File: src/hdl/aba_pkg.sv
// ----------------------------------------------------------------------------
// aba_pkg
// Shared types and constants for the ASID bitmap allocator.
// ----------------------------------------------------------------------------
package aba_pkg;

	localparam int NUM_IDS_DEF = 256;
	localparam int WORD_BITS   = 64;
	localparam int BIT_W       = $clog2(WORD_BITS);

	localparam logic KIND_ALLOC = 1'b0;
	localparam logic KIND_FREE  = 1'b1;

	typedef struct packed {
		logic       kind;
		logic [7:0] free_id;
	} req_t;

	typedef struct packed {
		logic [7:0] granted_id;
		logic       granted;
	} rsp_t;

endpackage

File: src/hdl/aba_map_ram.sv
// ----------------------------------------------------------------------------
// aba_map_ram
// Word-wide bitmap storage: one write port, one read port, registered read.
// ----------------------------------------------------------------------------
module aba_map_ram #(
	parameter int DEPTH = 4,
	parameter int AW    = 2
) (
	input  logic                            clk,
	input  logic                            we,
	input  logic [AW-1:0]                   waddr,
	input  logic [aba_pkg::WORD_BITS-1:0]   wdata,
	input  logic                            re,
	input  logic [AW-1:0]                   raddr,
	output logic [aba_pkg::WORD_BITS-1:0]   rdata
);

	logic [aba_pkg::WORD_BITS-1:0] mem [DEPTH];

	always_ff @(posedge clk) begin
		if (we) begin
			mem[waddr] <= wdata;
		end
	end

	always_ff @(posedge clk) begin
		if (re) begin
			rdata <= mem[raddr];
		end
	end

endmodule

File: src/hdl/aba_word_scan.sv
// ----------------------------------------------------------------------------
// aba_word_scan
// Masks one bitmap word for the current visit and finds its lowest free bit.
// ----------------------------------------------------------------------------
module aba_word_scan #(
	parameter int NUM_IDS = aba_pkg::NUM_IDS_DEF,
	parameter int AW      = 2
) (
	input  logic [aba_pkg::WORD_BITS-1:0] data,
	input  logic [AW-1:0]                 word,
	input  logic [aba_pkg::BIT_W-1:0]     off,
	input  logic                          first,
	input  logic                          last,
	output logic                          found,
	output logic [aba_pkg::BIT_W-1:0]     bit_idx
);

	logic [aba_pkg::WORD_BITS-1:0] cand;

	// first visit covers bits at or above the start offset, the wrap-around
	// visit of the same word covers the bits below it
	always_comb begin
		for (int b = 0; b < aba_pkg::WORD_BITS; b++) begin
			cand[b] = !data[b]
				&& (!first || (aba_pkg::BIT_W'(b) >= off))
				&& (!last  || (aba_pkg::BIT_W'(b) <  off))
				&& (32'({word, aba_pkg::BIT_W'(b)}) < NUM_IDS);
		end
	end

	always_comb begin
		found   = 1'b0;
		bit_idx = '0;
		for (int b = aba_pkg::WORD_BITS - 1; b >= 0; b--) begin
			if (cand[b]) begin
				found   = 1'b1;
				bit_idx = aba_pkg::BIT_W'(b);
			end
		end
	end

endmodule

File: src/hdl/asid_bitmap_allocator.sv
// ----------------------------------------------------------------------------
// asid_bitmap_allocator
// Next-fit ASID allocator over a word-wide bitmap, one word checked per cycle.
// ----------------------------------------------------------------------------
//  channel  | handshake            | payload
//  ---------+----------------------+--------------------------
//  request  | start, busy          | req  (kind, free_id)
//  result   | done (1-cycle pulse) | rsp  (granted_id, granted)
//
//  Allocate: busy while words (W = ceil(NUM_IDS/64) of them) go, one word
//  through the shared scan unit per cycle; the result pulses right after.
//  Free: busy for one read-modify-write; an ignored free costs nothing.
//  After reset a clearing pass writes all W words with busy high.
//  The result channel cannot stall; done is never held.
// ----------------------------------------------------------------------------
module asid_bitmap_allocator #(
	parameter int NUM_IDS = aba_pkg::NUM_IDS_DEF
) (
	input  logic          clk,
	input  logic          arst_n,
	input  logic          start,
	output logic          busy,
	input  aba_pkg::req_t req,
	output logic          done,
	output aba_pkg::rsp_t rsp
);

	localparam int W   = (NUM_IDS + aba_pkg::WORD_BITS - 1) / aba_pkg::WORD_BITS;
	localparam int AW  = (W > 1) ? $clog2(W) : 1;
	localparam int IXW = AW + aba_pkg::BIT_W;
	localparam int VW  = $clog2(W + 1);
	localparam int BW  = aba_pkg::BIT_W;

	typedef enum logic [3:0] {
		ST_CLEAR = 4'b0001,
		ST_IDLE  = 4'b0010,
		ST_SCAN  = 4'b0100,
		ST_FREE  = 4'b1000
	} state_t;

	state_t          state_q;
	logic [AW-1:0]   word_q;
	logic [VW-1:0]   visit_q;
	logic [IXW-1:0]  ptr_q;
	logic [AW-1:0]   fword_q;
	logic [BW-1:0]   fbit_q;
	logic            done_q;
	aba_pkg::rsp_t   rsp_q;

	logic                          accept;
	logic [IXW-1:0]                fid_ix;
	logic                          fid_ok;
	logic [AW-1:0]                 word_nxt;
	logic                          first;
	logic                          last;
	logic                          found;
	logic [BW-1:0]                 bit_idx;
	logic [IXW-1:0]                hit_ix;
	logic [IXW:0]                  hit_inc;
	logic                          we;
	logic [AW-1:0]                 waddr;
	logic [aba_pkg::WORD_BITS-1:0] wdata;
	logic                          re;
	logic [AW-1:0]                 raddr;
	logic [aba_pkg::WORD_BITS-1:0] rdata;

	assign accept   = start && (state_q == ST_IDLE);
	assign fid_ix   = IXW'(req.free_id);
	assign fid_ok   = (req.free_id != 8'd0) && (32'(req.free_id) < NUM_IDS);
	assign word_nxt = (word_q == AW'(W - 1)) ? '0 : word_q + 1'b1;
	assign first    = (visit_q == '0);
	assign last     = (visit_q == VW'(W));
	assign hit_ix   = {word_q, bit_idx};
	assign hit_inc  = {1'b0, hit_ix} + 1'b1;

	aba_word_scan #(
		.NUM_IDS (NUM_IDS),
		.AW      (AW)
	) u_scan (
		.data    (rdata),
		.word    (word_q),
		.off     (ptr_q[BW-1:0]),
		.first   (first),
		.last    (last),
		.found   (found),
		.bit_idx (bit_idx)
	);

	aba_map_ram #(
		.DEPTH (W),
		.AW    (AW)
	) u_ram (
		.clk   (clk),
		.we    (we),
		.waddr (waddr),
		.wdata (wdata),
		.re    (re),
		.raddr (raddr),
		.rdata (rdata)
	);

	// memory port control
	always_comb begin
		we    = 1'b0;
		waddr = word_q;
		wdata = rdata;
		re    = 1'b0;
		raddr = word_nxt;
		case (state_q)
			ST_CLEAR: begin
				we    = 1'b1;
				wdata = (word_q == '0) ? aba_pkg::WORD_BITS'(1) : '0;
			end
			ST_IDLE: begin
				if (accept) begin
					re    = (req.kind == aba_pkg::KIND_ALLOC) || fid_ok;
					raddr = (req.kind == aba_pkg::KIND_ALLOC) ? ptr_q[IXW-1:BW]
					                                          : fid_ix[IXW-1:BW];
				end
			end
			ST_SCAN: begin
				if (found) begin
					we    = 1'b1;
					wdata = rdata | (aba_pkg::WORD_BITS'(1) << bit_idx);
				end else if (!last) begin
					re = 1'b1;
				end
			end
			ST_FREE: begin
				we    = 1'b1;
				waddr = fword_q;
				wdata = rdata & ~(aba_pkg::WORD_BITS'(1) << fbit_q);
			end
			default: begin
				we = 1'b0;
			end
		endcase
	end

	always_ff @(posedge clk or negedge arst_n) begin
		if (!arst_n) begin
			state_q <= ST_CLEAR;
			word_q  <= '0;
			visit_q <= '0;
			ptr_q   <= IXW'(1 % NUM_IDS);
			done_q  <= 1'b0;
		end else begin
			done_q <= 1'b0;
			case (state_q)
				ST_CLEAR: begin
					word_q <= word_nxt;
					if (word_q == AW'(W - 1)) begin
						state_q <= ST_IDLE;
					end
				end
				ST_IDLE: begin
					if (accept) begin
						if (req.kind == aba_pkg::KIND_ALLOC) begin
							word_q  <= ptr_q[IXW-1:BW];
							visit_q <= '0;
							state_q <= ST_SCAN;
						end else if (fid_ok) begin
							state_q <= ST_FREE;
						end
					end
				end
				ST_SCAN: begin
					if (found) begin
						ptr_q   <= (hit_inc == (IXW + 1)'(NUM_IDS)) ? '0 : hit_inc[IXW-1:0];
						done_q  <= 1'b1;
						state_q <= ST_IDLE;
					end else if (last) begin
						done_q  <= 1'b1;
						state_q <= ST_IDLE;
					end else begin
						word_q  <= word_nxt;
						visit_q <= visit_q + 1'b1;
					end
				end
				ST_FREE: begin
					state_q <= ST_IDLE;
				end
				default: begin
					state_q <= ST_IDLE;
				end
			endcase
		end
	end

	// result and free target registers carry payload only
	always_ff @(posedge clk) begin
		if (accept) begin
			fword_q <= fid_ix[IXW-1:BW];
			fbit_q  <= fid_ix[BW-1:0];
		end
		if (state_q == ST_SCAN) begin
			rsp_q.granted    <= found;
			rsp_q.granted_id <= found ? 8'(hit_ix) : 8'd0;
		end
	end

	assign busy = (state_q != ST_IDLE);
	assign done = done_q;
	assign rsp  = rsp_q;

endmodule

File: config.mk
export PLATFORM = sky130hd
export DESIGN_NAME = asid_bitmap_allocator
export DESIGN_NICKNAME = d
export VERILOG_FILES = /design/src/hdl/aba_pkg.sv /design/src/hdl/aba_map_ram.sv /design/src/hdl/aba_word_scan.sv /design/src/hdl/asid_bitmap_allocator.sv
export SDC_FILE = /design/constraint.sdc
export NUM_CORES = 1
export LEC_CHECK = 0
export ABC_CLOCK_PERIOD_IN_PS = 22300
export BUFFER_PORTS_ARGS = -buffer_cell sky130_fd_sc_hd__clkbuf_2
export CAP_MARGIN = 20
export CORE_MARGIN = 4
export CORE_UTILIZATION = 60
export DETAILED_ROUTE_END_ITERATION = 8
export GPL_TIMING_DRIVEN = 0
export PLACE_DENSITY_LB_ADDON = 0.08
export RECOVER_POWER = 25
export SLEW_MARGIN = 20
export SYNTH_ARGS = -nofsm -noshare
export SYNTH_HDL_FRONTEND = slang
export SYNTH_HIERARCHICAL = 1
export SYNTH_SLANG_ARGS = --single-unit
export TNS_END_PERCENT = 5
File: constraint.sdc
create_clock -name clk -period 22.3 [get_ports clk]
set_input_delay 6.69 -clock clk [delete_from_list [all_inputs] [get_ports clk]]
set_output_delay 6.69 -clock clk [all_outputs]
set_load 0.1 [all_outputs]
== Yosys cells after proc, flatten, opt, wreduce, memory -nomap -nowiden ==
Memories as Yosys holds them, arrays and structs flattened. A register that Yosys moved wholly into a read port is not among the register bits.
Cells that the tools add are included.
Word-level totals
  bits in writable memories: 256
  bits in latches: 0
  memory bits (read-only): 0
  memories kept: 1
  output and inout bits: 11
  input bits: 12
  register bits after elaboration: 35
  logic and storage cells: 661
Memory list
  u_ram.mem: depth 4, width 64, rd ports 1, clocked after memory_dff 1, wr ports 1, RTL line aba_map_ram.sv:18  | logic [aba_pkg::WORD_BITS-1:0] mem [DEPTH];
Operators by class
  equal/unequal tests: 15
  div/mod/pow operators: 0
  add/sub/neg operators: 3
  multiplexer cells: 165
  $mul: 0
  shift-type cells: 2
  magnitude comparators: 128
  bitwise operators: 4
  reductions and logical operators: 334
Operator list (count)
  $mux W6: 64
  $ge A6 B6 Y1 const A: 32
  $lt A6 B6 Y1 const A: 32
  $pmux W64 S3: 1
  $logic_and A1 B1 Y1: 129
  $logic_or A1 B1 Y1: 129
  $shl A1 B6 Y64 const A: 2
  $ge A5 B6 Y1 const A: 16
  $lt A5 B6 Y1 const A: 16
  $mux W1: 74
  $logic_not A1 Y1: 66
  $and A64 B64 Y64: 1
  $mux W64: 1
  $not A64 Y64: 1
  $or A64 B64 Y64: 1
  $ge A4 B6 Y1 const A: 8
  $lt A4 B6 Y1 const A: 8
  $ge A3 B6 Y1 const A: 4
  $lt A3 B6 Y1 const A: 4
  $mux W4: 6
  $mux W2: 9
  $ge A1 B6 Y1 const A: 2
  $ge A2 B6 Y1 const A: 2
  $lt A1 B6 Y1 const A: 2
  31 further kinds: 41

== Logic depth before layout (Yosys ltp) ==
Gate-level depths: netlist (run 1).
  depth in word-level cells: 73
  depth in mapped cells: 19
  gate-level depth less buffers: 16

== By module ==
The synthesis (run 1) kept the hierarchy.
Modules (own cells, without submodules)
  aba_map_ram: area an instance 11263.3 µm², cells each 402, seq. area each 9609.2 µm², times used 1
  asid_bitmap_allocator: area an instance 3333.2 µm², cells each 450, seq. area each 963.4 µm², times used 1
  aba_word_scan: area an instance 3316.9 µm², cells each 526, seq. area each 0.0 µm², times used 1

== Least setup slack after synthesis (run 1) ==
Ideal clock, no wire load.
  path type: input port to flip-flop
  start point: input req[0] (netlist bit)
  end point: register u_ram/rdata[0] (netlist bit), read port of u_ram.mem, enable pin
  path buffers: 0
  required time: 21.723 ns
  library setup time: 0.577 ns
  stages: 3
  path slack: 10.271 ns
  arrival time: 11.453 ns
  path through: nor4_1 -> and3_1 -> o21ai_0
Between the ends
  word-level cells in the longest chain between the ends: 4
RTL lines
  start, declared: RTL line asid_bitmap_allocator.sv:23  | input aba_pkg::req_t req,
  $reduce_bool A8 Y1: RTL line asid_bitmap_allocator.sv:69  | assign fid_ok = (req.free_id != 8'd0) && (32'(req.free_id) < NUM_IDS);
  $logic_or A1 B1 Y1: RTL line asid_bitmap_allocator.sv:116  | re = (req.kind == aba_pkg::KIND_ALLOC) || fid_ok;
  $mux W1: RTL line asid_bitmap_allocator.sv:115  | if (accept) begin
  $pmux W1 S2: RTL line asid_bitmap_allocator.sv:109  | case (state_q)
  named net re: RTL line asid_bitmap_allocator.sv:63  | logic re;
  end, declared: RTL line aba_map_ram.sv:15  | output logic [aba_pkg::WORD_BITS-1:0] rdata
The timed path passes the listed nets, and every way through them passes these cells.
A chain may end at the register's enable or synchronous reset.

== Worst setup path in the final report (run 1) ==
  start point: register state_q[0]
  end point: output busy
Between the ends
  word-level cells in the longest chain between the ends: 1
RTL lines
  start, declared: RTL line asid_bitmap_allocator.sv:41  | state_t state_q;
  start signal, assigned: RTL line asid_bitmap_allocator.sv:142  | state_q <= ST_CLEAR;
  start signal, assigned: RTL line asid_bitmap_allocator.sv:153  | state_q <= ST_IDLE;
  start signal, assigned: RTL line asid_bitmap_allocator.sv:161  | state_q <= ST_SCAN;
  $ne A4 B2 Y1: RTL line asid_bitmap_allocator.sv:202  | assign busy = (state_q != ST_IDLE);
  end, declared: RTL line asid_bitmap_allocator.sv:22  | output logic busy,
Every way passes these cells.

==> results of run 1 <==
## flip-flops by register name, indices dropped and copies added, names as in the netlist
signal       flops
visit_q          3
u_ram/mem      256
u_ram/rdata     64
word_q           2
rsp              9
done             1
fword_q          2
fbit_q           6
ptr_q            8
state_q          4
## area by class of cell
| cell class | instances | area, um2 |
|---|---|---|
| Tap cell | 384 | 480.5 |
| Clock buffer | 42 | 902.1 |
| Antenna cell | 1 | 2.502 |
| Clock inverter | 17 | 198.9 |
| Inverter | 35 | 131.4 |
| Buffer | 96 | 605.6 |
| Multi-Input combinational cell | 892 | 6601 |
| Timing Repair Buffer | 37 | 342.8 |
| Fill cell | 2009 | 9253 |
| Sequential cell | 355 | 10570 |
## logic make-up (layout without fill, tap and decap cells)
group,Yosys count,count (layout),share of synthesized area (%)
AOI/OAI and AO/OA,443,443,15.96
xor gates and xnor gates,4,4,0.1956
adders and majority gates,11,11,0.7683
buffers and inverters,131,227,4.184
DFF,355,355,59.02
muxes,80,80,9.031
other,0,1,0
and+or+nand+nor,354,354,10.84
## synth_stat cells, drive strengths merged, types with 7 or more instances
master / n / area [um2]
inv: 33 / 123.9
nand2b: 19 / 118.9
o22ai: 18 / 112.6
nand2: 77 / 289.0
nor4: 15 / 136.4
o22a: 20 / 175.2
nor2: 95 / 359.1
nand4: 9 / 56.30
o21ai: 91 / 455.4
a21oi: 142 / 718.2
nor3: 30 / 181.4
a21o: 11 / 82.58
and3: 11 / 68.82
a31oi: 34 / 219.0
edfxtp: 337 / 10120
a211oi: 14 / 110.1
nand3: 14 / 75.07
o31ai: 10 / 75.07
a211o: 7 / 61.31
mux2i: 15 / 150.1
and2: 16 / 100.1
o21a: 8 / 60.06
or2: 9 / 56.31
ha: 11 / 137.6
clkbuf: 43 / 165.1
mux4: 64 / 1456
buf: 53 / 452.9
dfrtp: 16 / 400.4
nor2b: 15 / 93.84
a2bb2oi: 10 / 87.58
o211ai: 11 / 82.58
## critical path, cell delays in order (launching register included)
cell	delay, ns
dfstp_1	0.38
clkbuf_1	0.25
nor4b_2	0.56
inv_1	0.08
clkbuf_2	0.38
## routing by layer
metal	share of wire (%)	wire length, um
met1	34	21060
met2	46	28400
met3	13	8170
met4	6.8	4201
met5	0.021	13
## worst paths after layout
| path | slack [ns] | from | cells past startpoint | end |
|---|---|---|---|---|
| max | 13.44 | state_q[0]$_DFFE_PN1P_ | 4 | busy |
| min | 0.48 | ptr_q[5]$_DFFE_PN0P_ | 2 | ptr_q[5]$_DFFE_PN0P_ |
| max reg2reg | 15.16 | visit_q[0]$_DFFE_PN0P_ | 18 | u_ram/mem[1][17]$_DFFE_PP_ |
| min reg2reg | 0.48 | ptr_q[5]$_DFFE_PN0P_ | 2 | ptr_q[5]$_DFFE_PN0P_ |
| max in group asynchronous | 15.85 | arst_n | 1 | ptr_q[0]$_DFFE_PN1P_ |
| min in group asynchronous | 6.10 | arst_n | 1 | state_q[3]$_DFFE_PN0P_ |
## power by group through the flow
stage	Clock (mW)	Combinational, mW	Sequential [mW]
floorplan	0	0.646	0.900
global placement	0	0.940	0.943
detailed placement	0	0.971	0.938
CTS	0.582	0.986	0.925
global route	0.616	1.06	0.933
finish	0.581	1.03	0.933
## cells in the final DEF (no fill, tap or decap), types with 18 or more instances in the layout
cell and n:
nor3_1 25, o22ai_1 18, clkbuf_16 35, inv_1 32
a31oi_1 33, clkbuf_1 57, nand2_1 77, a21oi_1 140
edfxtp_1 337, clkbuf_2 24, nor2_1 94, nand2b_1 19
o21ai_0 84, o22a_1 20, mux4_2 60
## through the flow
stage,std cells,util (%)
2_1_floorplan,1378,-
3_3_place_gp,1784,63.61
3_5_place_dp,1799,64.56
4_1_cts,1858,68.34
5_1_grt,1858,68.18
6_report,1859,68.19
==> flow_summary.toml, run 1 <==
[power]
clkPwrFrac_pct = 22.9
switching_share_pct = 39.73
switchingPower_mw = 1.010
comb_power_share_pct = 40.4
leakagePower_nw = 6.650
power.density_mw_per_mm2 = 128.1
finalPower_mw = 2.541
intPower_mw = 1.532
ir_drop_v = 0.0001171
seqPwrFrac_pct = 36.7

[synth]
synth-edff-count = 337
syn_area_mm2 = 0.01791
syn_nets = 1401
ys_seq_area_share_pct = 59.02
synth-async-reset-ratio_pct = 5.070
yosys_warnings = 6
synth_ff_type = "edfxtp_1"
syn_avg_cell_area_um2 = 13.00
synth_cell_type_count = 104
synth-seq-cells = 355
syn_inst = 1378

[placed_design]
hpwlAfterDp_um = 43490
port_buffers = 22
dpl_cell_area_mm2 = 0.01878
post-place-ws_ns = 13.68
gp_congestion = 1.070

[timing]
slew_violations = 74
timing.fmax_mhz = 112.8
setup_viol = 0
rsz0062_at_grt = "false"
slew_headroom_pct = -10.25
fin_setup_tns_ns = 0
final.setup.worst_slack_ns = 13.44
fin_skew_ns = 0.03730
finalCriticalPeriod_ns = 8.863
holdWs_ns = 0.4805
hold_viol_final = 0
finalCritPeriodShare_pct = 39.75
worstMarginPinSlew_ns = 1.654

[grt]
grt_pass1_wl_um = 90080
grt_pass1_vias = 13530
grt_max_degree = 42
grt.busiest_layer = "met2"
grt_usage_pct = 37.04
use_met3_pct = 8.868
met1_usage_pct = 48.22
gr-usage-met2_pct = 58.74
gr-total-overflow = 0
grt_antenna_before_repair = 1

[outcome]
violations = "capacitance limit, slew limit"
outcome = "finished with violations"

[clock_network]
root_buffer = "clkbuf_16"
ctsHoldBuffers = 0
numCtsBuffers = 35
clk_path_buf_depth = 3
clk_pin_slew_ns = 0.06
htree_levels = 2
post_cts_buffers = 0
cts_resized = 0
tritoncts = "built"
clock_sinks = 355
clock_latency_ns = 0.54

[die]
dieArea_mm2 = 0.03269
io_pins = 23
die_h_um = 180.8
core-area_mm2 = 0.02909
row_count = 62
fp.dieW_um = 180.8
initial_utilization_pct = 61.58

[drt]
drt_iter0_markers = 2524
ant_nets = 0
viasPerCell = 7.529
wl_um = 61840
vias = 14000
drc = 0
wl_per_cell_um = 33.27
firstDrtPassIters = 8

[worst_setup_path]
crit_path_end_kind = "output pin"
critPathRequiredTime_ns = 15.61
crit_fanout = 9
arrival_ns = 2.17
start_kind = "register"
path_class = "register to output pin"

[final_layout]
final_nets = 1475
drive_gt1_share_pct = 15.54
postLayoutCellArea_mm2 = 0.01984
area_growth_pct = 10.74

[flow_run]
maxCapViolations = 3

[hold_path]
hold_path.class = "register to register"
(Power assumes the default switching activity.)
==> inputs of run 2 (changes only) <==
Settings changed: ABC_CLOCK_PERIOD_IN_PS 22300 to 9000.
Clock period 22.3 ns to 9 ns, I/O delays scaled along.
==> flow_summary.toml, run 2 (synthesized netlist as in run 1, its figures left out) <==
[outcome]
outcome = "finished, final reports clean"

[die]
io_pins = 23
fp.dieW_um = 180.8
die_h_um = 180.8
core-area_mm2 = 0.02909
dieArea_mm2 = 0.03269
row_count = 62
initial_utilization_pct = 61.58

[drt]
wl_um = 61790
top_layer = "met5"
vias = 13940
viasPerCell = 7.501
drt_iter0_markers = 2436
drc = 0
ant_nets = 0
routedLengthMet1_um = 21430
wl_met2_um = 28230
dr_wl_met3_um = 7839
firstDrtPassIters = 7
wl_per_cell_um = 33.25

[clock_network]
clock_sinks = 355
clk_path_buf_depth = 3
htree_levels = 2
tritoncts = "built"
root_buffer = "clkbuf_16"
cts_resized = 0
ctsHoldBuffers = 0
numCtsBuffers = 35
clock_latency_ns = 0.54
post_cts_buffers = 0
clk_pin_slew_ns = 0.06

[worst_setup_path]
path_class = "register to register"
arrival_ns = 7.47
critPathRequiredTime_ns = 9.25
crit_fanout = 10
crit_path_end_kind = "register"
start_kind = "register"

[timing]
hold_viol_final = 0
rsz0062_at_grt = "false"
slew_violations = 0
fin_setup_tns_ns = 0
slew_headroom_pct = 3.388
worstMarginPinSlew_ns = 1.449
fin_skew_ns = 0.04023
final.setup.worst_slack_ns = 1.784
finalCriticalPeriod_ns = 7.216
finalCritPeriodShare_pct = 80.17
setup_viol = 0
timing.fmax_mhz = 138.6

[grt]
grt_pass1_wl_um = 90030
grt_max_degree = 42
grt_usage_pct = 37.02
grt_antenna_before_repair = 1
grt_pass1_vias = 13520
gr-total-overflow = 0

[final_layout]
finalNonFillerCells = 1858
insertedDiodeCount = 0
regMostFlops = "u_ram/mem"
final_nets = 1475
drive_gt1_share_pct = 13.98
nFillCells = 2044
area_growth_pct = 9.688
final_cell_mix = "337 x edfxtp_1, 140 x a21oi_1, 94 x nor2_1, 85 x o21ai_0, 82 x clkbuf_1"
largest_reg_flops = 256
postLayoutCellArea_mm2 = 0.01965
final_common_cell = "edfxtp_1"

[placed_design]
hpwlAfterDp_um = 43490
post-place-ws_ns = 2.738
gp_congestion = 1.070
port_buffers = 22
dp.cells = 1799
dpl_cell_area_mm2 = 0.01878

[power]
power.density_mw_per_mm2 = 317.1
ir_drop_v = 0.0002757
leakagePower_nw = 6.505

[flow_run]
maxCapViolations = 0

[hold_path]
hold_path.class = "register to register"
-- run 2: through the flow --
| stage | utilization, % | hold WS (ns) | power, mW |
|---|---|---|---|
| floorplan | - | 0.4510 | 3.830 |
| CTS | 68.34 | 0.4842 | 6.177 |
| global route | 67.54 | 0.5327 | 6.397 |
| detailed placement | 64.56 | 0.4712 | 4.729 |
| global placement | 63.61 | 0.4745 | 4.666 |
| finish | 67.54 | 0.4786 | 6.231 |
-- run 2: worst paths after layout --
kind                       slack, ns                    from  depth (start not counted)                          to
max in group asynchronous       6.09                  arst_n                          1      visit_q[0]$_DFFE_PN0P_
max reg2reg                     1.78  visit_q[0]$_DFFE_PN0P_                         18  u_ram/mem[0][49]$_DFFE_PP_
min                             0.48    ptr_q[5]$_DFFE_PN0P_                          2        ptr_q[5]$_DFFE_PN0P_
max                             1.78  visit_q[0]$_DFFE_PN0P_                         18  u_ram/mem[0][49]$_DFFE_PP_
min reg2reg                     0.48    ptr_q[5]$_DFFE_PN0P_                          2        ptr_q[5]$_DFFE_PN0P_
min in group asynchronous       2.31                  arst_n                          1      state_q[3]$_DFFE_PN0P_
-- run 2: cell type report --
| class | instances | area [um2] | share of cell area (%) |
|---|---|---|---|
| plain buffers | 96 | 503.0 | 2.560 |
| clock inverters | 17 | 198.9 | 1.012 |
| multi-input cells | 892 | 6606 | 33.62 |
| inverters | 35 | 131.4 | 0.6686 |
| repair buffers | 37 | 254.0 | 1.293 |
| flip-flops and latches | 355 | 10570 | 53.81 |
| well taps | 384 | 480.5 | 2.445 |
| clock buffers | 42 | 902.1 | 4.591 |
-- run 2: layer usage --
metal  GRT usage [%]  up-vias
met2           58.72     1259
met5               0        -
li1                -     5614
met1           48.29     6735
met3           8.787      327
met4           18.72        2
-- run 2: critical path, stage by stage (launching register included) --
cell       delay (ns)
dfrtp_1          0.39
inv_1            0.09
ha_1             0.18
nor2b_1          0.30
clkbuf_1         0.44
clkbuf_1         0.52
clkbuf_1         0.65
clkbuf_1         0.62
o21ai_0          0.19
a21boi_0         0.36
a2111oi_0        0.18
o211ai_1         0.39
a21oi_1          0.27
inv_1            0.17
ha_1             0.16
buf_1            0.60
nor2b_1          0.72
a21oi_1          0.22
a21oi_1          0.46
-- run 2: power by group --
part           total, mW  leakage [nW]  internal (mW)  switching, mW
logic               2.48          2.67          0.817           1.66
registers           2.31          3.29           2.11          0.204
clock network       1.44         0.537          0.808          0.631
total               6.23          6.51           3.73           2.50
